### src/design/eum_pkg.sv
// Package with shared types, constants and the CORDIC angle table.
`timescale 1ns / 1ps
package eum_pkg;
	localparam int CORDIC_STEPS = 16;
	localparam int ANGLE_BITS = 16;
	localparam int NSTEP = (CORDIC_STEPS < 30) ? CORDIC_STEPS : 30;
	localparam int SW = $clog2(NSTEP + 1);
	localparam logic signed [33:0] GAIN = 34'sd652032874;
	localparam logic signed [31:0] ONE_Q16 = 32'sh0001_0000;
	localparam logic [2:0] REG_PAX = 3'd0;
	localparam logic [2:0] REG_PAY = 3'd1;
	localparam logic [2:0] REG_PAZ = 3'd2;
	localparam logic [2:0] REG_PPX = 3'd3;
	localparam logic [2:0] REG_PPY = 3'd4;
	localparam logic [2:0] REG_PPZ = 3'd5;
	localparam int QDEPTH = 2;

	typedef struct packed {
		logic [31:0] ax;
		logic [31:0] ay;
		logic [31:0] az;
		logic signed [31:0] sx;
		logic signed [31:0] sy;
		logic signed [31:0] sz;
		logic signed [31:0] tx;
		logic signed [31:0] ty;
		logic signed [31:0] tz;
	} job_t;

	function automatic logic signed [33:0] atan_of(input logic [4:0] i);
		logic signed [33:0] r;
		begin
			unique case (i)
				5'd0: r = 34'sd536870912;  5'd1: r = 34'sd316933406;
				5'd2: r = 34'sd167458907;  5'd3: r = 34'sd85004756;
				5'd4: r = 34'sd42667331;   5'd5: r = 34'sd21354465;
				5'd6: r = 34'sd10679838;   5'd7: r = 34'sd5340245;
				5'd8: r = 34'sd2670163;    5'd9: r = 34'sd1335087;
				5'd10: r = 34'sd667544;    5'd11: r = 34'sd333772;
				5'd12: r = 34'sd166886;    5'd13: r = 34'sd83443;
				5'd14: r = 34'sd41722;     5'd15: r = 34'sd20861;
				5'd16: r = 34'sd10430;     5'd17: r = 34'sd5215;
				5'd18: r = 34'sd2608;      5'd19: r = 34'sd1304;
				5'd20: r = 34'sd652;       5'd21: r = 34'sd326;
				5'd22: r = 34'sd163;       5'd23: r = 34'sd81;
				5'd24: r = 34'sd41;        5'd25: r = 34'sd20;
				5'd26: r = 34'sd10;        5'd27: r = 34'sd5;
				5'd28: r = 34'sd3;         5'd29: r = 34'sd1;
				default: r = 34'sd0;
			endcase
			return r;
		end
	endfunction

	function automatic logic signed [31:0] sat32(input logic signed [65:0] v);
		begin
			if (v > 66'sd2147483647) return 32'sh7fff_ffff;
			else if (v < -66'sd2147483648) return 32'sh8000_0000;
			else return v[31:0];
		end
	endfunction
endpackage

### src/design/eum_front.sv
// Front end: input acceptance, parent transform add and angle widening.
`timescale 1ns / 1ps
module eum_front import eum_pkg::*; (
	input  logic clk,
	input  logic arst_n,
	input  logic cfg_we,
	input  logic [2:0] cfg_index,
	input  logic [31:0] cfg_data,
	input  logic in_valid,
	output logic in_ready,
	input  logic mode,
	input  logic [15:0] ax_in,
	input  logic [15:0] ay_in,
	input  logic [15:0] az_in,
	input  logic signed [31:0] sx_in,
	input  logic signed [31:0] sy_in,
	input  logic signed [31:0] sz_in,
	input  logic signed [31:0] px_in,
	input  logic signed [31:0] py_in,
	input  logic signed [31:0] pz_in,
	output logic job_valid,
	input  logic job_ready,
	output job_t job
);
	logic [15:0] pax_q, pay_q, paz_q;
	logic signed [31:0] ppx_q, ppy_q, ppz_q;
	job_t job_q;
	logic valid_q;

	always_ff @(posedge clk or negedge arst_n) begin
		if (!arst_n) begin
			pax_q <= '0; pay_q <= '0; paz_q <= '0;
			ppx_q <= '0; ppy_q <= '0; ppz_q <= '0;
		end else if (cfg_we) begin
			unique case (cfg_index)
				REG_PAX: pax_q <= cfg_data[15:0];
				REG_PAY: pay_q <= cfg_data[15:0];
				REG_PAZ: paz_q <= cfg_data[15:0];
				REG_PPX: ppx_q <= cfg_data;
				REG_PPY: ppy_q <= cfg_data;
				REG_PPZ: ppz_q <= cfg_data;
				default: ;
			endcase
		end
	end

	function automatic logic [31:0] widen(input logic [15:0] a);
		logic [ANGLE_BITS-1:0] m;
		begin
			m = ANGLE_BITS'({16'd0, a});
			return 32'({m, {(32 - ANGLE_BITS){1'b0}}});
		end
	endfunction

	function automatic logic signed [31:0] padd(input logic signed [31:0] a,
			input logic signed [31:0] b);
		begin
			return sat32(66'(a) + 66'(b));
		end
	endfunction

	assign in_ready = !valid_q || job_ready;
	assign job_valid = valid_q;
	assign job = job_q;

	always_ff @(posedge clk or negedge arst_n) begin
		if (!arst_n) valid_q <= 1'b0;
		else if (in_ready) valid_q <= in_valid;
	end

	always_ff @(posedge clk) begin
		if (in_ready && in_valid) begin
			job_q.ax <= widen(mode ? ax_in + pax_q : ax_in);
			job_q.ay <= widen(mode ? ay_in + pay_q : ay_in);
			job_q.az <= widen(mode ? az_in + paz_q : az_in);
			job_q.sx <= sx_in; job_q.sy <= sy_in; job_q.sz <= sz_in;
			job_q.tx <= mode ? padd(px_in, ppx_q) : px_in;
			job_q.ty <= mode ? padd(py_in, ppy_q) : py_in;
			job_q.tz <= mode ? padd(pz_in, ppz_q) : pz_in;
		end
	end
endmodule

### config.mk
export PLATFORM = sky130hd
export DESIGN_NAME = eum_front
export DESIGN_NICKNAME = d
export VERILOG_FILES = /design/src/design/eum_pkg.sv /design/src/design/eum_front.sv
export SDC_FILE = /design/constraint.sdc
export NUM_CORES = 1
export LEC_CHECK = 0
export ABC_CLOCK_PERIOD_IN_PS = 8119
export BUFFER_PORTS_ARGS = -buffer_cell sky130_fd_sc_hd__buf_2
export CORE_ASPECT_RATIO = 0.7
export CORE_MARGIN = 2
export CORE_UTILIZATION = 40
export CTS_CLUSTER_DIAMETER = 60
export CTS_CLUSTER_SIZE = 24
export DETAILED_ROUTE_END_ITERATION = 8
export PLACE_DENSITY_LB_ADDON = 0.2
export SLEW_MARGIN = 20
export SYNTH_ARGS = -nofsm -noshare
export SYNTH_HDL_FRONTEND = slang
export SYNTH_SLANG_ARGS = --single-unit
### constraint.sdc
create_clock -name clk -period 8.12 [get_ports clk]
set_input_delay 1.218 -clock clk [delete_from_list [all_inputs] [get_ports clk]]
set_output_delay 1.218 -clock clk [all_outputs]
set_load 0.02 [all_outputs]
==> run metrics <==
worst hold margin approximately 0.52 ns; number of global-route vias before repair 16400; HPWL Detailed 51.9 mm; height of the die between 150 and 200 um; share of Yosys cell area claimed by the top area cell type 0.330; largest family of logic cells by synthesized area compound AO/OA/AOI/OAI gates; headroom to the max-slew limit 0.296; worst setup path category in -> reg; Worst setup endpoint job[67]; Crit path depth 14; number of antenna violations at the first check in global routing 25; signed area change from the synthesized netlist to the final layout 21.0%; total non-filler cell area in the finished layout 0.0265 mm^2; violation count after the first detailed-route iteration 1106; # DRC 0; via count 17000; Netlist Area Pre-Place 0.0219 mm^2; clock-pin slew on the worst setup and hold paths 0.08 ns; hold crit path type reg -> reg; Highest Clock Rate 220 MHz; Data arrival, critical path a little under 5 ns; TritonCTS Sinks ~390; number of setup violations in the final report 0; top cells by instance count after synthesis sky130_fd_sc_hd__edfxtp_1 (240), sky130_fd_sc_hd__mux2_2 (177), sky130_fd_sc_hd__dfrtp_1 (145); maximum clock skew at final layout approximately 0.024 ns; Worst Tran Pin Value about 1.1 ns; Top-Level Pins between 500 and 600; global placer's final weighted congestion 0.958; area taken by flip-flops and latches 0.0108 mm^2; simple-gate share of the synthesized area 0.0747; count of buffers inserted at the top-level ports 522; post-route fraction of the period consumed by the critical path 0.561; most area-consuming cells after synthesis sky130_fd_sc_hd__edfxtp_1 (33%), sky130_fd_sc_hd__dfrtp_1 (17%), sky130_fd_sc_hd__mux2_2 (9.1%); Post-Place Cell Area roughly 0.025 mm^2; total core area approximately 0.054 mm^2; clk root buf sky130_fd_sc_hd__clkbuf_16; peak fanout along the critical path 13; main flop type after synthesis sky130_fd_sc_hd__edfxtp_1; wire length of the first global-routing pass 100 mm; Gate Count Post-Synth 1873; flop-to-flop setup slack 4.00 ns; critical register-to-register path endpoint job[67]; setup TNS 0 ns; total of warnings raised by yosys 0; mux cell area share after synthesis 0.0926; cell at the slowest stage of the critical path sky130_fd_sc_hd__and2_1; number of buffers created by CTS 37; max incr delay on CP 0.68 ns; count leader, synth sky130_fd_sc_hd__edfxtp_1; Avg Synthesized Cell Area 11.7 um^2; number of enable flip-flop cells after synthesis 240; launching instance or port of the critical path px_in[0]; number of placement rows 71; largest net degree at the start of global routing 118; Crit Reg-Reg Startpoint ppx_q[0]; DIE AREA 0.0565 mm^2; number of routed nets with antenna violations 0; hold_buf cts 0; count of final hold-check violations 0; horizontal die dimension 283 um; number of flip-flops and latches in the synthesized netlist 385; Fillers 4918; sequential cell area fraction in the yosys report 0.496; kind of start point of the critical path input pin; Via density 5.41; reg2reg path depth 13; Overall Power 0.00727 W; complex-gate fraction of the synthesized area 0.160; RSZ-0062 raised after global routing no; CTS max path bufs 3; worst supply voltage drop on vdd 179 uV; post-synth cell types 80; fraction of the mapped netlist area in adder cells 0.0877; Final nets approximately 2800; status complete, no violations; max-slew violation total from the final report 0; end-of-flow core utilization 0.491; leakage power of the design 11.5 nW; Clk Latency, worst-skew pair 0.57 ns; cell chain of the critical path buf_2, ha_1, inv_1, fa_1, nand2b_1, a21oi_1, o21ai_1, o31ai_4, a2111oi_2, nor4_1, a2bb2oi_2, and2_1, nor2_1, o2bb2ai_1; endpoint required time on the critical path approximately 8.5 ns; share of flip-flops with an asynchronous set or reset after synthesis 0.377; number of buffers inserted to repair setup after CTS 0; shortest clock period the worst path allows after layout 4.55 ns; average wire per cell in the routed design roughly 22 um; drt pass-1 iters 5; post-synth top area cell sky130_fd_sc_hd__edfxtp_1; buffers plus inverters on the worst setup path 2; All-Layer GR Usage 0.233; wire length reported by the detailed router approximately 69 mm; Resize count post-CTS 0; kind of end point of the critical path flop; power density relative to cell area 275 mW/mm^2; Multi-input gate area 0.0104 mm^2; MaxCap Viol Count 0; Clock H-tree levels 2; starting density of the core 0.406; clock tree from TritonCTS built; share of final-layout standard cells stronger than drive strength 1 0.337; grt ovf 0; xor/xnor share of the synthesized area 0.0489; kind of cell adding the most delay to the critical path compound AO/OA/AOI/OAI gates
## layout make-up
| type | instances | area share |
|---|---|---|
| well taps | 730 | 0.0345 |
| clock buffers | 38 | 0.0359 |
| multi-input cells | 1357 | 0.392 |
| diodes | 11 | 0.00104 |
| inverters | 60 | 0.00856 |
| repair buffers | 536 | 0.104 |
| flip-flops and latches | 385 | 0.410 |
| clock inverters | 27 | 0.0152 |
## registers in the layout, indices dropped and copies added, names as in the netlist
name / cells
job: 240
job_valid: 1
pax_q: 16
pay_q: 16
paz_q: 16
ppx_q: 32
ppy_q: 32
ppz_q: 32
## metal layers
layer	routed length [um]	global-route usage	vias up	share of wire
met5	76	0	-	0.0011
li1	-	-	7970	-
met2	30500	0.347	560	0.44
met1	32100	0.341	8379	0.47
met4	1040	0.0551	12	0.015
met3	5250	0.0556	79	0.076
## layout by cell type (no fill, tap or decap), drive strengths merged, types with 21 or more instances in the layout
cell type,instances
o21a,23
o21ai,98
xnor2,84
edfxtp,240
mux2,177
a21oi,128
xor2,38
nand2,79
a21o,57
dfrtp,145
inv,74
o2bb2ai,72
a31oi,22
clkbuf,38
buf,536
a211oi,21
ha,141
conb,48
nand3,28
nor3,23
nor2,121
## worst min-delay path by stage
| stage | endpoint | cells past startpoint | from |
|---|---|---|---|
| detailed placement | ppz_q[28] | 1 | ppz_q[28] |
| global placement | ppz_q[0] | 1 | ppz_q[0] |
| CTS | ppx_q[15] | 1 | ppx_q[15] |
| floorplan | ppx_q[0] | 1 | ppx_q[0] |
| finish | ppx_q[2] | 1 | ppx_q[2] |
| global route | ppx_q[10] | 1 | ppx_q[10] |
## logic make-up after synthesis
group                    count (synthesis)
adder cells (fa/ha/maj)                150
other                                    1
multiplexers                           180
XOR/XNOR                               122
AND/OR/NAND/NOR                        343
flip-flops                             385
buffers and inverters                  178
AO/OA/AOI/OAI                          514
## power breakdown
group          switching, W  leakage [nW]  internal, W
Sequential         0.000155          4.03      0.00246
Combinational       0.00161          6.79      0.00111
Clock              0.000952         0.647     0.000998
Total               0.00271          11.5      0.00456
## worst register-to-register path: stages (launching register included)
cell and delay (ns):
sky130_fd_sc_hd__dfrtp_1 0.35, sky130_fd_sc_hd__ha_1 0.19, sky130_fd_sc_hd__inv_1 0.06, sky130_fd_sc_hd__fa_1 0.37, sky130_fd_sc_hd__nand2b_1 0.19, sky130_fd_sc_hd__a21oi_1 0.22, sky130_fd_sc_hd__o21ai_1 0.22, sky130_fd_sc_hd__o31ai_4 0.34
sky130_fd_sc_hd__a2111oi_2 0.14, sky130_fd_sc_hd__nor4_1 0.47, sky130_fd_sc_hd__a2bb2oi_2 0.45, sky130_fd_sc_hd__and2_1 0.68, sky130_fd_sc_hd__nor2_1 0.12, sky130_fd_sc_hd__o2bb2ai_1 0.17
## stage by stage
stage | setup WS (ns) | instances
6_report | 3.57 | 3144
5_1_grt | 3.27 | 3138
4_1_cts | 3.53 | 3133
3_5_place_dp | 2.97 | 3068
3_3_place_gp | 3.11 | 3068
2_1_floorplan | 0.519 | 1920
(Power assumes the default switching activity.)
