[src/design/eum_pkg.sv]
// Package with shared types, constants and the CORDIC angle table.
`timescale 1ns / 1ps
package eum_pkg;
	localparam int CORDIC_STEPS = 16;
	localparam int ANGLE_BITS = 16;
	localparam int NSTEP = (CORDIC_STEPS < 30) ? CORDIC_STEPS : 30;
	localparam int SW = $clog2(NSTEP + 1);
	localparam logic signed [33:0] GAIN = 34'sd652032874;
	localparam logic signed [31:0] ONE_Q16 = 32'sh0001_0000;
	localparam logic [2:0] REG_PAX = 3'd0;
	localparam logic [2:0] REG_PAY = 3'd1;
	localparam logic [2:0] REG_PAZ = 3'd2;
	localparam logic [2:0] REG_PPX = 3'd3;
	localparam logic [2:0] REG_PPY = 3'd4;
	localparam logic [2:0] REG_PPZ = 3'd5;
	localparam int QDEPTH = 2;

	typedef struct packed {
		logic [31:0] ax;
		logic [31:0] ay;
		logic [31:0] az;
		logic signed [31:0] sx;
		logic signed [31:0] sy;
		logic signed [31:0] sz;
		logic signed [31:0] tx;
		logic signed [31:0] ty;
		logic signed [31:0] tz;
	} job_t;

	function automatic logic signed [33:0] atan_of(input logic [4:0] i);
		logic signed [33:0] r;
		begin
			unique case (i)
				5'd0: r = 34'sd536870912;  5'd1: r = 34'sd316933406;
				5'd2: r = 34'sd167458907;  5'd3: r = 34'sd85004756;
				5'd4: r = 34'sd42667331;   5'd5: r = 34'sd21354465;
				5'd6: r = 34'sd10679838;   5'd7: r = 34'sd5340245;
				5'd8: r = 34'sd2670163;    5'd9: r = 34'sd1335087;
				5'd10: r = 34'sd667544;    5'd11: r = 34'sd333772;
				5'd12: r = 34'sd166886;    5'd13: r = 34'sd83443;
				5'd14: r = 34'sd41722;     5'd15: r = 34'sd20861;
				5'd16: r = 34'sd10430;     5'd17: r = 34'sd5215;
				5'd18: r = 34'sd2608;      5'd19: r = 34'sd1304;
				5'd20: r = 34'sd652;       5'd21: r = 34'sd326;
				5'd22: r = 34'sd163;       5'd23: r = 34'sd81;
				5'd24: r = 34'sd41;        5'd25: r = 34'sd20;
				5'd26: r = 34'sd10;        5'd27: r = 34'sd5;
				5'd28: r = 34'sd3;         5'd29: r = 34'sd1;
				default: r = 34'sd0;
			endcase
			return r;
		end
	endfunction

	function automatic logic signed [31:0] sat32(input logic signed [65:0] v);
		begin
			if (v > 66'sd2147483647) return 32'sh7fff_ffff;
			else if (v < -66'sd2147483648) return 32'sh8000_0000;
			else return v[31:0];
		end
	endfunction
endpackage

[src/design/eum_queue.sv]
// Short job queue between front and back ends.
`timescale 1ns / 1ps
module eum_queue import eum_pkg::*; (
	input  logic clk,
	input  logic arst_n,
	input  logic wr_valid,
	output logic wr_ready,
	input  job_t wr_data,
	output logic rd_valid,
	input  logic rd_ready,
	output job_t rd_data
);
	job_t mem_q [QDEPTH];
	logic [$clog2(QDEPTH)-1:0] wp_q, rp_q;
	logic [$clog2(QDEPTH+1)-1:0] cnt_q;
	logic wr, rd;

	assign wr_ready = cnt_q != ($clog2(QDEPTH+1))'(QDEPTH);
	assign rd_valid = cnt_q != '0;
	assign rd_data = mem_q[rp_q];
	assign wr = wr_valid && wr_ready;
	assign rd = rd_valid && rd_ready;

	always_ff @(posedge clk or negedge arst_n) begin
		if (!arst_n) begin
			wp_q <= '0; rp_q <= '0; cnt_q <= '0;
		end else begin
			if (wr) wp_q <= wp_q + 1'b1;
			if (rd) rp_q <= rp_q + 1'b1;
			if (wr && !rd) cnt_q <= cnt_q + 1'b1;
			else if (rd && !wr) cnt_q <= cnt_q - 1'b1;
		end
	end

	always_ff @(posedge clk) begin
		if (wr) mem_q[wp_q] <= wr_data;
	end
endmodule

[config.mk]
export PLATFORM = sky130hd
export DESIGN_NAME = eum_queue
export DESIGN_NICKNAME = d
export VERILOG_FILES = /design/src/design/eum_pkg.sv /design/src/design/eum_queue.sv
export SDC_FILE = /design/constraint.sdc
export NUM_CORES = 1
export LEC_CHECK = 0
export ABC_AREA = 1
export BUFFER_PORTS_ARGS = -buffer_cell sky130_fd_sc_hd__buf_4
export CAP_MARGIN = 20
export CORE_AREA = 4 4 224 226
export DETAILED_ROUTE_END_ITERATION = 7
export DIE_AREA = 0 0 228 230
export PLACE_DENSITY = 0.69
export SLEW_MARGIN = 10
export SYNTH_ARGS = -nofsm -noshare
export SYNTH_HDL_FRONTEND = slang
export SYNTH_SLANG_ARGS = --single-unit
[constraint.sdc]
create_clock -name clk -period 25.5 [get_ports clk]
set_clock_uncertainty 0.1 [all_clocks]
set_input_delay 3.825 -clock clk [delete_from_list [all_inputs] [get_ports clk]]
set_output_delay 3.825 -clock clk [all_outputs]
set_load 0.03 [all_outputs]
==> flow_summary.ini, run 1 <==
[timing]
fin_tns_setup_ns = 0
fmax_mhz = 133.2
finalHoldViolCount = 0
worst_pin_slew_ns = 1.148
layout_min_cycle_time_ns = 7.507
setup_viol = 0
timing.hold.ws_ns = 0.3945
relSlewSlack_pct = 23.50
finalMaxSlewViolations = 0
layout_setup_ws_ns = 17.99
rsz0062_at_grt = false
min_period_over_period_pct = 29.44

[setup_path]
worstPathRequired_ns = 21.57
cp-end-kind = primary output
crit_type = register to primary output
crit_path_start_kind = register
worstSetupStartpoint = rp_q
path_max_fanout = 90
r2r-start = cnt_q[0]
crit_arrival_ns = 3.58

[grt]
grt_use_total_pct = 19.73
antenna_found_initial = 8
grt_pass1_vias = 13460
grt_pass1_wl_mm = 79.97
overflow = 0
grt_max_degree = 174

[die]
rows = 81
dieArea_mm2 = 0.05244
core_area_mm2 = 0.04834
die_w_um = 228
die_h_um = 230
ios = 582
start_util_pct = 43.58

[clocking]
clockBufferDepth = 3
cts_setup_buffers = 0
clock-sinks = 580
clk_latency_ns = 0.58
ctsHoldBuffers = 0
htreeDepth = 2
cts_tree = built
postCtsResizedCells = 0
numCtsBuffers = 57
clkSlewWorstSetupHoldPaths_ns = 0.06
cts_root_buffer = clkbuf_16

[routing]
detail_route.vias_per_cell = 4.796
drt_wl_total_mm = 54.01
firstDrtPassIters = 4
drc_errors = 0
drt-wirelength-per-cell_um = 19.34
ant_nets = 0
vias = 13400
drt_iter0_drc = 845

[yosys]
ys_seq_area_share_pct = 82.58
syn-cell-area_mm2 = 0.02107
syn_avg_cell_area_um2 = 13.75
yosys_warnings = 0
syn_inst = 1532
yosys.area.top_type = edfxtp_1
synth_top_area_share_pct = 82.10
ys.flop_type = edfxtp_1
synthArstFlopShare_pct = 0.6897
synth.net_count = 1825
synth_most_common_cell = nand2_1
ys_seq_elements = 580
synth-edff-count = 576
synth_area_leaders = edfxtp_1 82%, nand2_1 16%, buf_2 1.1%, dfrtp_1 0.48%, clkbuf_1 0.21%
yosys-top-cells-count = 874 x nand2_1, 576 x edfxtp_1, 47 x buf_2
synth_cell_types = 14

[layout]
final_layout_size_suffix_gt1_share_pct = 30.98
final_nets = 2414
syn2layout_area_growth_pct = 31.65
utilization_pct = 57.37
stdcell_count = 2793
design_area_mm2 = 0.02774

[pwr]
peakVddDrop_mv = 0.1053
intPower_mw = 2.179
power_frac_seq_pct = 37.2
total_power_mw = 3.654
p_leak_nw = 11.73
sw_frac_of_total_pct = 40.35
pwr-share-comb_pct = 41.7
powerDensity_mw_per_mm2 = 131.7
p_clk_share_pct = 21.1
p_sw_mw = 1.474

[placed_design]
gp_congestion = 0.8255
io_buffers = 581
dp_hpwl_mm = 36.42
place_worst_setup_slack_ns = 18.51
dpl_cell_area_mm2 = 0.02603
place_inst = 2684

[hold_path]
min_from = cnt_q[0]
holdCritPathClass = register to register

[run_status]
status = finished, final reports clean

[run]
cap_violations = 0
## power by group through the flow
stage | Clock (mW) | Combinational (mW) | Sequential (mW)
after floorplan | 0 | 0.927 | 1.47
after global placement | 0 | 1.53 | 1.37
after detailed placement | 0 | 1.54 | 1.38
after CTS | 0.792 | 1.55 | 1.36
after global routing | 0.833 | 1.63 | 1.38
final | 0.770 | 1.52 | 1.36
## cells by family (layout without fill, tap and decap cells)
kind of cell               count (synthesis)  count (layout)  synth area share (%)
and+or+nand+nor                          879             879                 15.68
buffers and inverters                     70             704                 1.598
other                                      0               5                     0
adders and majority gates                  1               1               0.05938
DFF                                      580             580                 82.58
xor gates and xnor gates                   2               2               0.08316
## worst max-delay path, stage by stage, from the launching register on
cell and delay [ns]:
dfrtp_4 0.71, buf_4 0.82, buf_4 0.80, nand2_1 0.13, nand2_1 0.15, buf_4 0.17
## flip-flops by register name (all words and copies together) (netlist names)
register and count:
wp_q 1, mem_q 576, rp_q 1, cnt_q 2
## final timing paths
kind                           endpoint  slack (ns)  depth (start not counted)
setup / recovery           rd_data[154]       17.99                          5
hold / removal                 cnt_q[0]        0.39                          1
setup reg to reg           mem_q[0][96]       21.90                          6
hold reg to reg                cnt_q[0]        0.39                          1
max in group asynchronous          rp_q       22.25                          1
min in group asynchronous          wp_q        2.93                          1
## layout by cell type, fill, tap and decap left out, drive strengths merged
cell	n
inv	11
clkbuf	68
xor2	1
bufinv	2
ha	1
nor2	2
nand4	1
edfxtp	576
dfrtp	4
nand3	2
buf	593
diode	5
nand2	874
xnor2	1
clkinvlp	2
clkinv	28
## routing by layer
metal  track usage (%)  part of all wire (%)
met5                 0                 0.056
met4             5.396                   2.2
met3             7.768                   9.6
met2             34.36                    51
met1             22.85                    37
## area by class of cell
type                       instances  area [um^2]
clock inverter                    36        229.0
timing repair buffer             593         4464
tap                              622        778.2
fill                            3813        20610
clock buffer                      68         1468
antenna                            5        12.51
sequential                       580        17400
inverter                           7        33.78
multi-input combinational        882         3349
No activity file was read; power rests on OpenSTA's default activity.
==> run 2: changes to the inputs <==
--- a/config.mk
+++ b/config.mk
@@ -8,10 +8,10 @@
 export ABC_AREA = 1
 export BUFFER_PORTS_ARGS = -buffer_cell sky130_fd_sc_hd__buf_4
 export CAP_MARGIN = 20
-export CORE_AREA = 4 4 224 226
+export CORE_AREA = 4 4 225 227
 export DETAILED_ROUTE_END_ITERATION = 7
-export DIE_AREA = 0 0 228 230
-export PLACE_DENSITY = 0.69
+export DIE_AREA = 0 0 229 231
+export PLACE_DENSITY = 0.68
 export SLEW_MARGIN = 10
 export SYNTH_ARGS = -nofsm -noshare
 export SYNTH_HDL_FRONTEND = slang
==> constraint.sdc (replaced) <==
create_clock -name clk -period 7.2 [get_ports clk]
set_clock_uncertainty 0.1 [all_clocks]
set_input_delay 1.08 -clock clk [delete_from_list [all_inputs] [get_ports clk]]
set_output_delay 1.08 -clock clk [all_outputs]
set_load 0.03 [all_outputs]
==> run 2 against run 1 <==
Against the previous run: first-iteration DRC count is 0.36% higher; wire length grew 0.54%; global-route usage is essentially flat; design area is 0.69% higher; cell count barely moved; sequential cell count is the same; worst setup slack worse by 15 ns; highest routed layer unchanged; combinational power increased to 3.5 times the previous value.
==> flow_summary.ini, run 2 (synthesis results as in run 1) <==
[grt]
grt_max_degree = 183
grt_pass1_vias = 13510
overflow = 0
antenna_found_initial = 8
grt_pass1_wl_mm = 80.21
grt_use_total_pct = 19.74

[setup_path]
r2r_cells = 6
worstPathRequired_ns = 6.02
reg2reg_setup_slack_ns = 4.13
worstSetupStartpoint = rp_q
crit_arrival_ns = 3.45
r2r-start = cnt_q[0]
path_max_fanout = 182
worstReg2RegEnd = mem_q[1][251]
cp-end-kind = primary output
crit_type = register to primary output
crit_path_start_kind = register

[clocking]
cts_tree = built
clkSlewWorstSetupHoldPaths_ns = 0.06
ctsHoldBuffers = 0
cts_root_buffer = clkbuf_16
clockBufferDepth = 3
numCtsBuffers = 58
postCtsResizedCells = 0
clk_latency_ns = 0.59
cts_setup_buffers = 0
clock-sinks = 580
htreeDepth = 2

[layout]
final_layout_size_suffix_gt1_share_pct = 30.91
nFillCells = 3832
layout_commonest_cell = nand2_1
utilization_pct = 57.41
top_regs = mem_q: 576 flops, cnt_q: 2 flops
top_register = mem_q
final_nets = 2412
stdcell_count = 2791
syn2layout_area_growth_pct = 32.56
seq_area_mm2 = 0.01740
largest_reg_flops = 576
layout_common_cells = 874 x nand2_1, 586 x buf_4, 576 x edfxtp_1, 59 x clkbuf_16, 20 x clkbuf_1
multi_input_area_mm2 = 0.003349

[placed_design]
gp_congestion = 0.8180
place_inst = 2681
io_buffers = 581
dp_hpwl_mm = 36.46

[pwr]
powerDensity_mw_per_mm2 = 472.0
peakVddDrop_mv = 0.3552
total_power_mw = 13.18
p_leak_nw = 11.81

[timing]
min_period_over_period_pct = 64.36
finalHoldViolCount = 0
finalMaxSlewViolations = 0
layout_min_cycle_time_ns = 4.634
fin_tns_setup_ns = 0
worst_pin_slew_ns = 1.241
relSlewSlack_pct = 17.29
rsz0062_at_grt = false
fmax_mhz = 215.8
setup_viol = 0

[routing]
vias = 13370
drc_errors = 0
drt_iter0_drc = 848
drt-wirelength-per-cell_um = 19.46
drt_wl_total_mm = 54.30
firstDrtPassIters = 5
detail_route.vias_per_cell = 4.789
ant_nets = 0

[run_status]
status = finished, final reports clean

[die]
rows = 81
ios = 582
die_w_um = 229
die_h_um = 231
core_area_mm2 = 0.04865
start_util_pct = 43.31
dieArea_mm2 = 0.05290

[run]
cap_violations = 0

[hold_path]
holdCritPathClass = input pin to async pin
-- run 2: worst max-delay path by stage --
stage / end / slack, ns / cells after the start
after detailed placement: rd_data[10] / 3.25 / 5
after global placement: rd_data[161] / 3.28 / 5
final: rd_data[89] / 2.57 / 5
after floorplan: mem_q[0][0] / -2.10 / 2
after global routing: rd_data[130] / 2.36 / 5
after CTS: rd_data[10] / 2.58 / 5
-- run 2: worst max-delay path, cell delays in order (launching register included) --
cell and delay (ns):
dfrtp_4 0.79, buf_12 0.58, buf_4 0.70, nand2_1 0.10, nand2_1 0.15, buf_4 0.18
-- run 2: power breakdown --
group	switching (mW)	internal, mW
registers	0.206	4.63
logic	3.81	1.58
clock network	1.19	1.77
-- run 2: per-layer routing --
layer	wire (um)	vias to the layer above	GRT usage (%)
li1	-	6369	-
met1	20170	6391	22.89
met2	27040	500	33.21
met3	5409	100	7.823
met4	1637	6	7.550
met5	41	-	0
-- run 2: cell type report --
| class | instances | area share, % |
|---|---|---|
| clock buffer | 81 | 5.654 |
| antenna | 5 | 0.04480 |
| tap | 622 | 2.787 |
| clock inverter | 24 | 1.053 |
| timing repair buffer | 590 | 16.04 |
| inverter | 7 | 0.1210 |
| sequential | 580 | 62.31 |
| multi-input combinational | 882 | 11.99 |
-- run 2: stage by stage --
stage	instance area (um^2)	setup slack, ns	hold slack (ns)
2_1_floorplan	21070	-2.099	0.3625
3_3_place_gp	26040	3.282	0.3788
3_5_place_dp	26040	3.250	0.3868
4_1_cts	27910	2.582	0.1273
5_1_grt	27920	2.355	0.1362
6_report	27930	2.566	0.1776
